File: src/rtl/sfd_pkg.sv
// SLIP frame decoder package: byte codes, result kinds and the payload types.
// Used by the result channel interface and the decoder top level; depends on nothing.
package sfd_pkg;

  localparam logic [7:0] SLIP_END     = 8'hC0;
  localparam logic [7:0] SLIP_ESC     = 8'hDB;
  localparam logic [7:0] SLIP_ESC_END = 8'hDC;
  localparam logic [7:0] SLIP_ESC_ESC = 8'hDD;

  localparam int unsigned LEN_W = 9;

  typedef enum logic [1:0] {
    KIND_NONE = 2'd0,
    KIND_DATA = 2'd1,
    KIND_END  = 2'd2
  } kind_t;

endpackage

File: src/rtl/sfd_in_if.sv
// Receive channel of the SLIP decoder: one serial-line byte and its fault flag per word.
// Depends on nothing.
interface sfd_in_if;
  logic       valid;
  logic       ready;
  logic [7:0] rx_byte;
  logic       line_fault;

  modport source (output valid, output rx_byte, output line_fault, input ready);
  modport sink   (input valid, input rx_byte, input line_fault, output ready);
endinterface

File: src/rtl/sfd_out_if.sv
// Result channel of the SLIP decoder: one decoded result per received word.
// Depends on sfd_pkg for the result kind type and length width.
interface sfd_out_if;
  logic                        valid;
  logic                        ready;
  sfd_pkg::kind_t              kind;
  logic [7:0]                  data_byte;
  logic [sfd_pkg::LEN_W-1:0]   frame_length;
  logic                        malformed;

  modport source (output valid, output kind, output data_byte, output frame_length,
                  output malformed, input ready);
  modport sink   (input valid, input kind, input data_byte, input frame_length,
                  input malformed, output ready);
endinterface

File: src/rtl/slip_frame_decoder.sv
// SLIP frame decoder top level: input register, decode step and result register.
// Depends on sfd_pkg, sfd_in_if and sfd_out_if.
//
//   channel  dir  payload                                        handshake
//   rx       in   rx_byte[7:0], line_fault                       valid/ready
//   dec      out  kind[1:0], data_byte[7:0], frame_length[8:0],  valid/ready
//                 malformed
//
// One word in and one result out per cycle while dec is ready; a word passes the input
// register, then the decode step into the result register.
// Synchronous reset leaves the decoder unsynchronised, no escape, empty frame.
// A stalled result holds the decode stage; rx keeps accepting while the input
// register is free or moving on.
module slip_frame_decoder #(
  parameter int unsigned MAX_FRAME_BYTES = 256
) (
  input  logic             clk,
  input  logic             rst,
  sfd_in_if.sink           rx,
  sfd_out_if.source        dec
);

  localparam int unsigned CW = $clog2(MAX_FRAME_BYTES + 1);
  localparam logic [CW-1:0] MAX_COUNT = CW'(MAX_FRAME_BYTES);

  // input register
  logic       s1_valid;
  logic [7:0] s1_byte;
  logic       s1_fault;

  // decoder state
  logic          in_sync, in_sync_next;
  logic          escape_pending, escape_pending_next;
  logic [CW-1:0] frame_count, frame_count_next;

  // result register
  logic                      out_valid;
  sfd_pkg::kind_t            kind, kind_next;
  logic [7:0]                data_byte, data_byte_next;
  logic [sfd_pkg::LEN_W-1:0] frame_length, frame_length_next;
  logic                      malformed, malformed_next;

  logic advance;
  logic room;
  logic [7:0] decoded;

  assign advance  = !out_valid || dec.ready;
  assign rx.ready = !s1_valid || advance;
  assign room     = frame_count < MAX_COUNT;

  always_comb begin
    in_sync_next        = in_sync;
    escape_pending_next = escape_pending;
    frame_count_next    = frame_count;
    kind_next           = sfd_pkg::KIND_NONE;
    data_byte_next      = 8'd0;
    frame_length_next   = '0;
    malformed_next      = 1'b0;
    decoded             = s1_byte;

    if (s1_fault) begin
      in_sync_next = 1'b0;
    end else if (!in_sync) begin
      // wait for END to regain sync
      if (s1_byte == sfd_pkg::SLIP_END) begin
        in_sync_next        = 1'b1;
        escape_pending_next = 1'b0;
        frame_count_next    = '0;
      end
    end else if (escape_pending) begin
      escape_pending_next = 1'b0;
      case (s1_byte)
        sfd_pkg::SLIP_ESC_END: decoded = sfd_pkg::SLIP_END;
        sfd_pkg::SLIP_ESC_ESC: decoded = sfd_pkg::SLIP_ESC;
        default:               malformed_next = 1'b1;
      endcase
      if (room) begin
        frame_count_next = frame_count + 1'b1;
        kind_next        = sfd_pkg::KIND_DATA;
        data_byte_next   = decoded;
      end
    end else if (s1_byte == sfd_pkg::SLIP_END) begin
      if (frame_count != '0) begin
        frame_count_next  = '0;
        kind_next         = sfd_pkg::KIND_END;
        frame_length_next = sfd_pkg::LEN_W'(frame_count);
      end
    end else if (s1_byte == sfd_pkg::SLIP_ESC) begin
      escape_pending_next = 1'b1;
    end else if (room) begin
      frame_count_next = frame_count + 1'b1;
      kind_next        = sfd_pkg::KIND_DATA;
      data_byte_next   = s1_byte;
    end
  end

  always_ff @(posedge clk) begin
    if (rst) begin
      s1_valid       <= 1'b0;
      out_valid      <= 1'b0;
      in_sync        <= 1'b0;
      escape_pending <= 1'b0;
      frame_count    <= '0;
    end else begin
      if (rx.ready) begin
        s1_valid <= rx.valid;
      end
      if (advance) begin
        out_valid <= s1_valid;
      end
      // commit state only when the word actually moves into the result register
      if (advance && s1_valid) begin
        in_sync        <= in_sync_next;
        escape_pending <= escape_pending_next;
        frame_count    <= frame_count_next;
      end
    end
  end

  always_ff @(posedge clk) begin
    if (rx.ready && rx.valid) begin
      s1_byte  <= rx.rx_byte;
      s1_fault <= rx.line_fault;
    end
    if (advance && s1_valid) begin
      kind         <= kind_next;
      data_byte    <= data_byte_next;
      frame_length <= frame_length_next;
      malformed    <= malformed_next;
    end
  end

  assign dec.valid        = out_valid;
  assign dec.kind         = kind;
  assign dec.data_byte    = data_byte;
  assign dec.frame_length = frame_length;
  assign dec.malformed    = malformed;

`ifndef SYNTHESIS
  a_count_bound: assert property (@(posedge clk) disable iff (rst)
    frame_count <= MAX_COUNT)
    else $error("frame count past capacity");

  a_fault_gives_none: assert property (@(posedge clk) disable iff (rst)
    (advance && s1_valid && s1_fault) |=>
      (out_valid && kind == sfd_pkg::KIND_NONE && !malformed))
    else $error("faulted word produced a result");

  a_fault_drops_sync: assert property (@(posedge clk) disable iff (rst)
    (advance && s1_valid && s1_fault) |=> !in_sync)
    else $error("sync kept after line fault");

  a_end_fields: assert property (@(posedge clk) disable iff (rst)
    (out_valid && kind == sfd_pkg::KIND_END) |-> (data_byte == 8'd0 && !malformed))
    else $error("frame end carries data");

  a_accept_loads: assert property (@(posedge clk) disable iff (rst)
    (rx.valid && rx.ready) |=> s1_valid)
    else $error("accepted word lost from input register");
`endif

endmodule
File: src/flat_wrapper.sv
// flat-port wrapper written by rule: the top's interface ports become plain ports
module slip_frame_decoder_flat 
#(
  parameter int unsigned MAX_FRAME_BYTES = 256
)
  (clk, rst, rx_valid, rx_rx_byte, rx_line_fault, rx_ready, dec_valid, dec_kind, dec_data_byte, dec_frame_length, dec_malformed, dec_ready);
  sfd_in_if rx_i ();
  sfd_out_if dec_i ();
  input  logic clk;
  input  logic rst;
  input wire logic [$bits(rx_i.valid)-1:0] rx_valid;
  input wire logic [$bits(rx_i.rx_byte)-1:0] rx_rx_byte;
  input wire logic [$bits(rx_i.line_fault)-1:0] rx_line_fault;
  output wire logic [$bits(rx_i.ready)-1:0] rx_ready;
  output wire logic [$bits(dec_i.valid)-1:0] dec_valid;
  output wire logic [$bits(dec_i.kind)-1:0] dec_kind;
  output wire logic [$bits(dec_i.data_byte)-1:0] dec_data_byte;
  output wire logic [$bits(dec_i.frame_length)-1:0] dec_frame_length;
  output wire logic [$bits(dec_i.malformed)-1:0] dec_malformed;
  input wire logic [$bits(dec_i.ready)-1:0] dec_ready;
  assign rx_i.valid = rx_valid;
  assign rx_i.rx_byte = rx_rx_byte;
  assign rx_i.line_fault = rx_line_fault;
  assign rx_ready = rx_i.ready;
  assign dec_valid = dec_i.valid;
  assign dec_kind = dec_i.kind;
  assign dec_data_byte = dec_i.data_byte;
  assign dec_frame_length = dec_i.frame_length;
  assign dec_malformed = dec_i.malformed;
  assign dec_i.ready = dec_ready;
  slip_frame_decoder #(.MAX_FRAME_BYTES(MAX_FRAME_BYTES)) u_core (.clk(clk), .rst(rst), .rx(rx_i), .dec(dec_i));
endmodule
File: config.mk
export PLATFORM = sky130hd
export DESIGN_NAME = slip_frame_decoder_flat
export DESIGN_NICKNAME = d
export VERILOG_FILES = /design/src/rtl/sfd_pkg.sv /design/src/rtl/sfd_in_if.sv /design/src/rtl/sfd_out_if.sv /design/src/rtl/slip_frame_decoder.sv /design/src/flat_wrapper.sv
export SDC_FILE = /design/constraint.sdc
export NUM_CORES = 1
export LEC_CHECK = 0
export CAP_MARGIN = 0
export CORE_UTILIZATION = 61
export DETAILED_ROUTE_END_ITERATION = 10
export DONT_BUFFER_PORTS = 1
export PLACE_DENSITY = 0.8
export SYNTH_ARGS = -nofsm -noshare
export SYNTH_HDL_FRONTEND = slang
export SYNTH_SLANG_ARGS = --single-unit
export TNS_END_PERCENT = 100
File: constraint.sdc
create_clock -name clk -period 3.1 [get_ports clk]
set_clock_uncertainty 0.05 [all_clocks]
set_input_delay 0.465 -clock clk [delete_from_list [all_inputs] [get_ports clk]]
set_output_delay 0.465 -clock clk [all_outputs]
set_load 0.01 [all_outputs]
==> results summary <==
The first-pass GRT wire length is 5100 um. The quantity of gates resized following cts is 0. Counting cells, the worst reg-to-reg path comes to 5. Across the run, the number of max-cap violations was 0.

The timing endpoint of the critical path is u_core.frame_count[1]. The routed layout has 1217 vias. The via count normalized by instance count is 6.58. Synthesis produced a netlist with a net count of 163. The buffer levels on the longest clock path is 2. Hold timing on the final database bottoms out at a slack of 0.112 ns.

The synthesized area per cell came out at 12.3 um^2. Once placement completed, the tool counted placed cells totaling 177. Setup total negative slack on the finished layout was measured at 0 ns.

The ratio of cells with drive above 1 in the final layout came out at 0.0909. The smallest clock period supported by the final layout is computed as 2.29 ns. In this run the tightest slew margin relative to its limit is 0.342.

Summing internal, switching and leakage power gives 1080 uW. STA classifies the critical path startpoint as a flip-flop. In the global route stage, overall resource usage came out at 0.213. The area of the die came out at 3210 um^2. The clock reaches the later pin of the worst-skew pair after 0.35 ns. The setup check on the worst reg-to-reg path leaves a slack of 0.81 ns. For this run, the register share of the synthesized area comes to 0.621. The residual antenna-violating net count after detailed routing came out at 0. The total power per unit cell area is 549 nW/um^2.

The I/O pin count came out at 35. The number of cells on the worst hold path is 1. Setup repair after global routing left no endpoint under its margin. The run finished with clean final reports. For the pin with the worst max-slew slack, the measured transition is 0.978 ns.

The number of synthesized flops with an enable pin is 29. The number of antenna repair diodes is 0. The detailed-routing iteration count for the pre-antenna-repair pass is 5.

For the worst setup path, the data required time is 3.30 ns. The number of remaining DRC errors came out at 0. After technology mapping, the gate count stands at 148. Of the total synthesized cell area, the portion taken by full adders, half adders and majority gates is 0.0137.

In this run the horizontal extent of the chip is 56.7 um. The launch point of the worst path is u_core.s1_byte[0]. The max-slew violation count is 0.

The area share of the largest cell type after synthesis came out at 0.478. The post-synthesis mux area share came out at 0. Hold repair after CTS inserted 0 buffers. The critical path arrival came out at 2.49 ns.

The worst register-to-register path begins at u_core.s1_byte[0]. The fraction of the cycle the final worst path needs is 0.738. Row generation in the floorplan step produced 19 rows. The setup path with the least slack is of type flip-flop to flip-flop.

TritonCTS built the clock tree. The share of the synthesized netlist area taken by xor and xnor gates is 0. By area the synthesized netlist is led by sky130_fd_sc_hd__edfxtp_1 48%, sky130_fd_sc_hd__dfxtp_1 14%, sky130_fd_sc_hd__and2_1 3.4%. The Yosys step of the flow raised 0 warnings.

The number of synthesized register bits came out at 42. The final weighted congestion in routability-driven placement is 0.777. In the final routed layout, each cell accounts on average for 17.0 um. Of all flip-flops after synthesis, the portion carrying an async set or reset was 0.

Summed over all layers, the global routing overflow is 0. The library cell used most frequently in the layout, excluding fill and tap cells, is sky130_fd_sc_hd__edfxtp_1. The compound-gate portion of the synthesized area is 0.130. The leakage power is 0.000629 uW.

The tree is rooted in a sky130_fd_sc_hd__clkbuf_4. Of the total synthesized cell area, the portion taken by AND, OR, NAND and NOR gates is 0.218. The largest net degree at the start of global routing came out at 25. The area growth from synthesis to layout is 7.62%. Detailed placement finished with a half-perimeter wire length of 2200 um. The maximum VDD drop is 0.437 mV. The number of inserted filler cells in the final layout is 200. The cell area after synthesis came out at 1820 um^2. The post-CTS setup buffer count is 0. The top achievable clock speed came out at 437 MHz. The kind of capture point of the worst setup path is a flip-flop. The final hold violation count came out at 0. The number of buffers created by CTS is 5. The number of endpoints failing setup at the final stage is 0.

The maximum level of the CTS H-tree came out at 2. The initial standard-cell utilization of the core is 0.655. The number of nets in the finished design came out at 168. The library cells used most frequently in the layout, excluding fill and tap cells, are 29 x sky130_fd_sc_hd__edfxtp_1, 13 x sky130_fd_sc_hd__dfxtp_1, 10 x sky130_fd_sc_hd__and2_1, 10 x sky130_fd_sc_hd__nor2_1, 9 x sky130_fd_sc_hd__nand2_1.

The biggest area contributor in the post-synthesis netlist is sky130_fd_sc_hd__edfxtp_1. The main combinational cell family by area after synthesis is simple AND/OR/NAND/NOR gates. The number of antenna violations at the first check in global routing came out at 0. The count of non-filler cells in the finished layout is 185. In the synthesized netlist the dominant register cell turns out to be sky130_fd_sc_hd__edfxtp_1. The tree built by TritonCTS fans out to 42 sinks. In this run the critical register-to-register path is captured at u_core.frame_count[1]. Of all nets on the critical path, the largest fanout is 9. The worst hold path begins at rst. The die outline height is 56.7 um. The number of different library cells in the post-synthesis netlist came out at 39. The path class of the tightest hold or removal check is input pin to flip-flop. After clock tree synthesis, the clock-pin slew on the worst setup and hold paths is 0.12 ns. The via count of the first global-routing pass is 1107. The number of DRC markers in iteration 0 is 56. The aggregate routed wire length is 3150 um. The count of buffers inserted at the top-level ports came out at 0.

The core footprint came out at 2780 um^2.
[cells in the mapped netlist, types with 2 or more instances]
cell / number
sky130_fd_sc_hd__a21oi_1: 4
sky130_fd_sc_hd__a31oi_1: 2
sky130_fd_sc_hd__and2_1: 10
sky130_fd_sc_hd__clkbuf_1: 3
sky130_fd_sc_hd__dfxtp_1: 13
sky130_fd_sc_hd__edfxtp_1: 29
sky130_fd_sc_hd__ha_1: 2
sky130_fd_sc_hd__inv_1: 5
sky130_fd_sc_hd__nand2_1: 9
sky130_fd_sc_hd__nand2b_1: 3
sky130_fd_sc_hd__nand3_1: 2
sky130_fd_sc_hd__nand4_1: 2
sky130_fd_sc_hd__nand4b_1: 2
sky130_fd_sc_hd__nand4bb_1: 3
sky130_fd_sc_hd__nor2_1: 10
sky130_fd_sc_hd__nor2_2: 2
sky130_fd_sc_hd__nor2b_1: 5
sky130_fd_sc_hd__nor3_1: 3
sky130_fd_sc_hd__nor3b_1: 2
sky130_fd_sc_hd__nor4_1: 8
sky130_fd_sc_hd__o211a_1: 2
sky130_fd_sc_hd__o21ai_0: 3
sky130_fd_sc_hd__o311ai_0: 4
sky130_fd_sc_hd__o31ai_1: 4
sky130_fd_sc_hd__or3_1: 2
[report_power, final]
part           internal [uW]  switching [uW]  leakage, uW  total, uW
logic                   6.80            15.5     0.000198       22.3
registers                618            17.3     0.000379        636
clock network            248             169    0.0000528        417
total                    874             202     0.000629       1080
[cells by family after synthesis]
kind of cell / Yosys count
AND/OR/NAND/NOR: 67
adder cells (fa/ha/maj): 2
AO/OA/AOI/OAI: 29
buffers and inverters: 8
flip-flops: 42
[metal layers]
metal,up-vias,part of all wire,wire length [um],track usage
met5,-,0,0,0
met4,0,0.023,73,0.0941
met3,9,0.065,205,0.0737
met2,62,0.46,1440,0.309
met1,557,0.45,1430,0.288
li1,589,-,-,-
[sequential cells by signal (all words and copies together), names as in the netlist]
signal,count
u_core.dec.data_byte,8
u_core.dec.frame_length,9
u_core.dec.kind,2
u_core.dec.malformed,1
u_core.dec.valid,1
u_core.escape_pending,1
u_core.frame_count,9
u_core.in_sync,1
u_core.s1_byte,8
u_core.s1_fault,1
u_core.s1_valid,1
[critical path: stages (launching register included)]
cell	delay, ns
sky130_fd_sc_hd__edfxtp_1	0.50
sky130_fd_sc_hd__or4_4	0.57
sky130_fd_sc_hd__o31ai_4	0.45
sky130_fd_sc_hd__nor2_2	0.04
sky130_fd_sc_hd__or3_1	0.33
sky130_fd_sc_hd__a32o_1	0.26
[how the worst min path moves through the flow]
stage	endpoint	slack (ns)
6_report	u_core.escape_pending	0.11
2_1_floorplan	u_core.frame_count[7]	0.42
3_5_place_dp	u_core.dec.valid	0.46
5_1_grt	u_core.escape_pending	0.09
4_1_cts	u_core.s1_valid	0.11
3_3_place_gp	u_core.dec.valid	0.46
[final cells by class]
class	instances	area, um^2	area share
Multi-Input combinational cell	98	663	0.338
Inverter	5	18.8	0.00957
Tap cell	31	38.8	0.0198
Clock inverter	3	63.8	0.0325
Sequential cell	42	1130	0.577
Timing Repair Buffer	1	7.51	0.00383
Clock buffer	5	37.5	0.0191
[metrics by stage]
stage / utilization / instance area [um^2] / setup WS [ns]
after CTS: 0.705 / 1960 / 0.825
after floorplan: - / 1820 / 0.344
final: 0.705 / 1960 / 0.812
after detailed placement: 0.668 / 1860 / 0.840
after global placement: 0.668 / 1860 / 0.901
after global routing: 0.705 / 1960 / 0.729
Power figures use the tool's default switching activity.
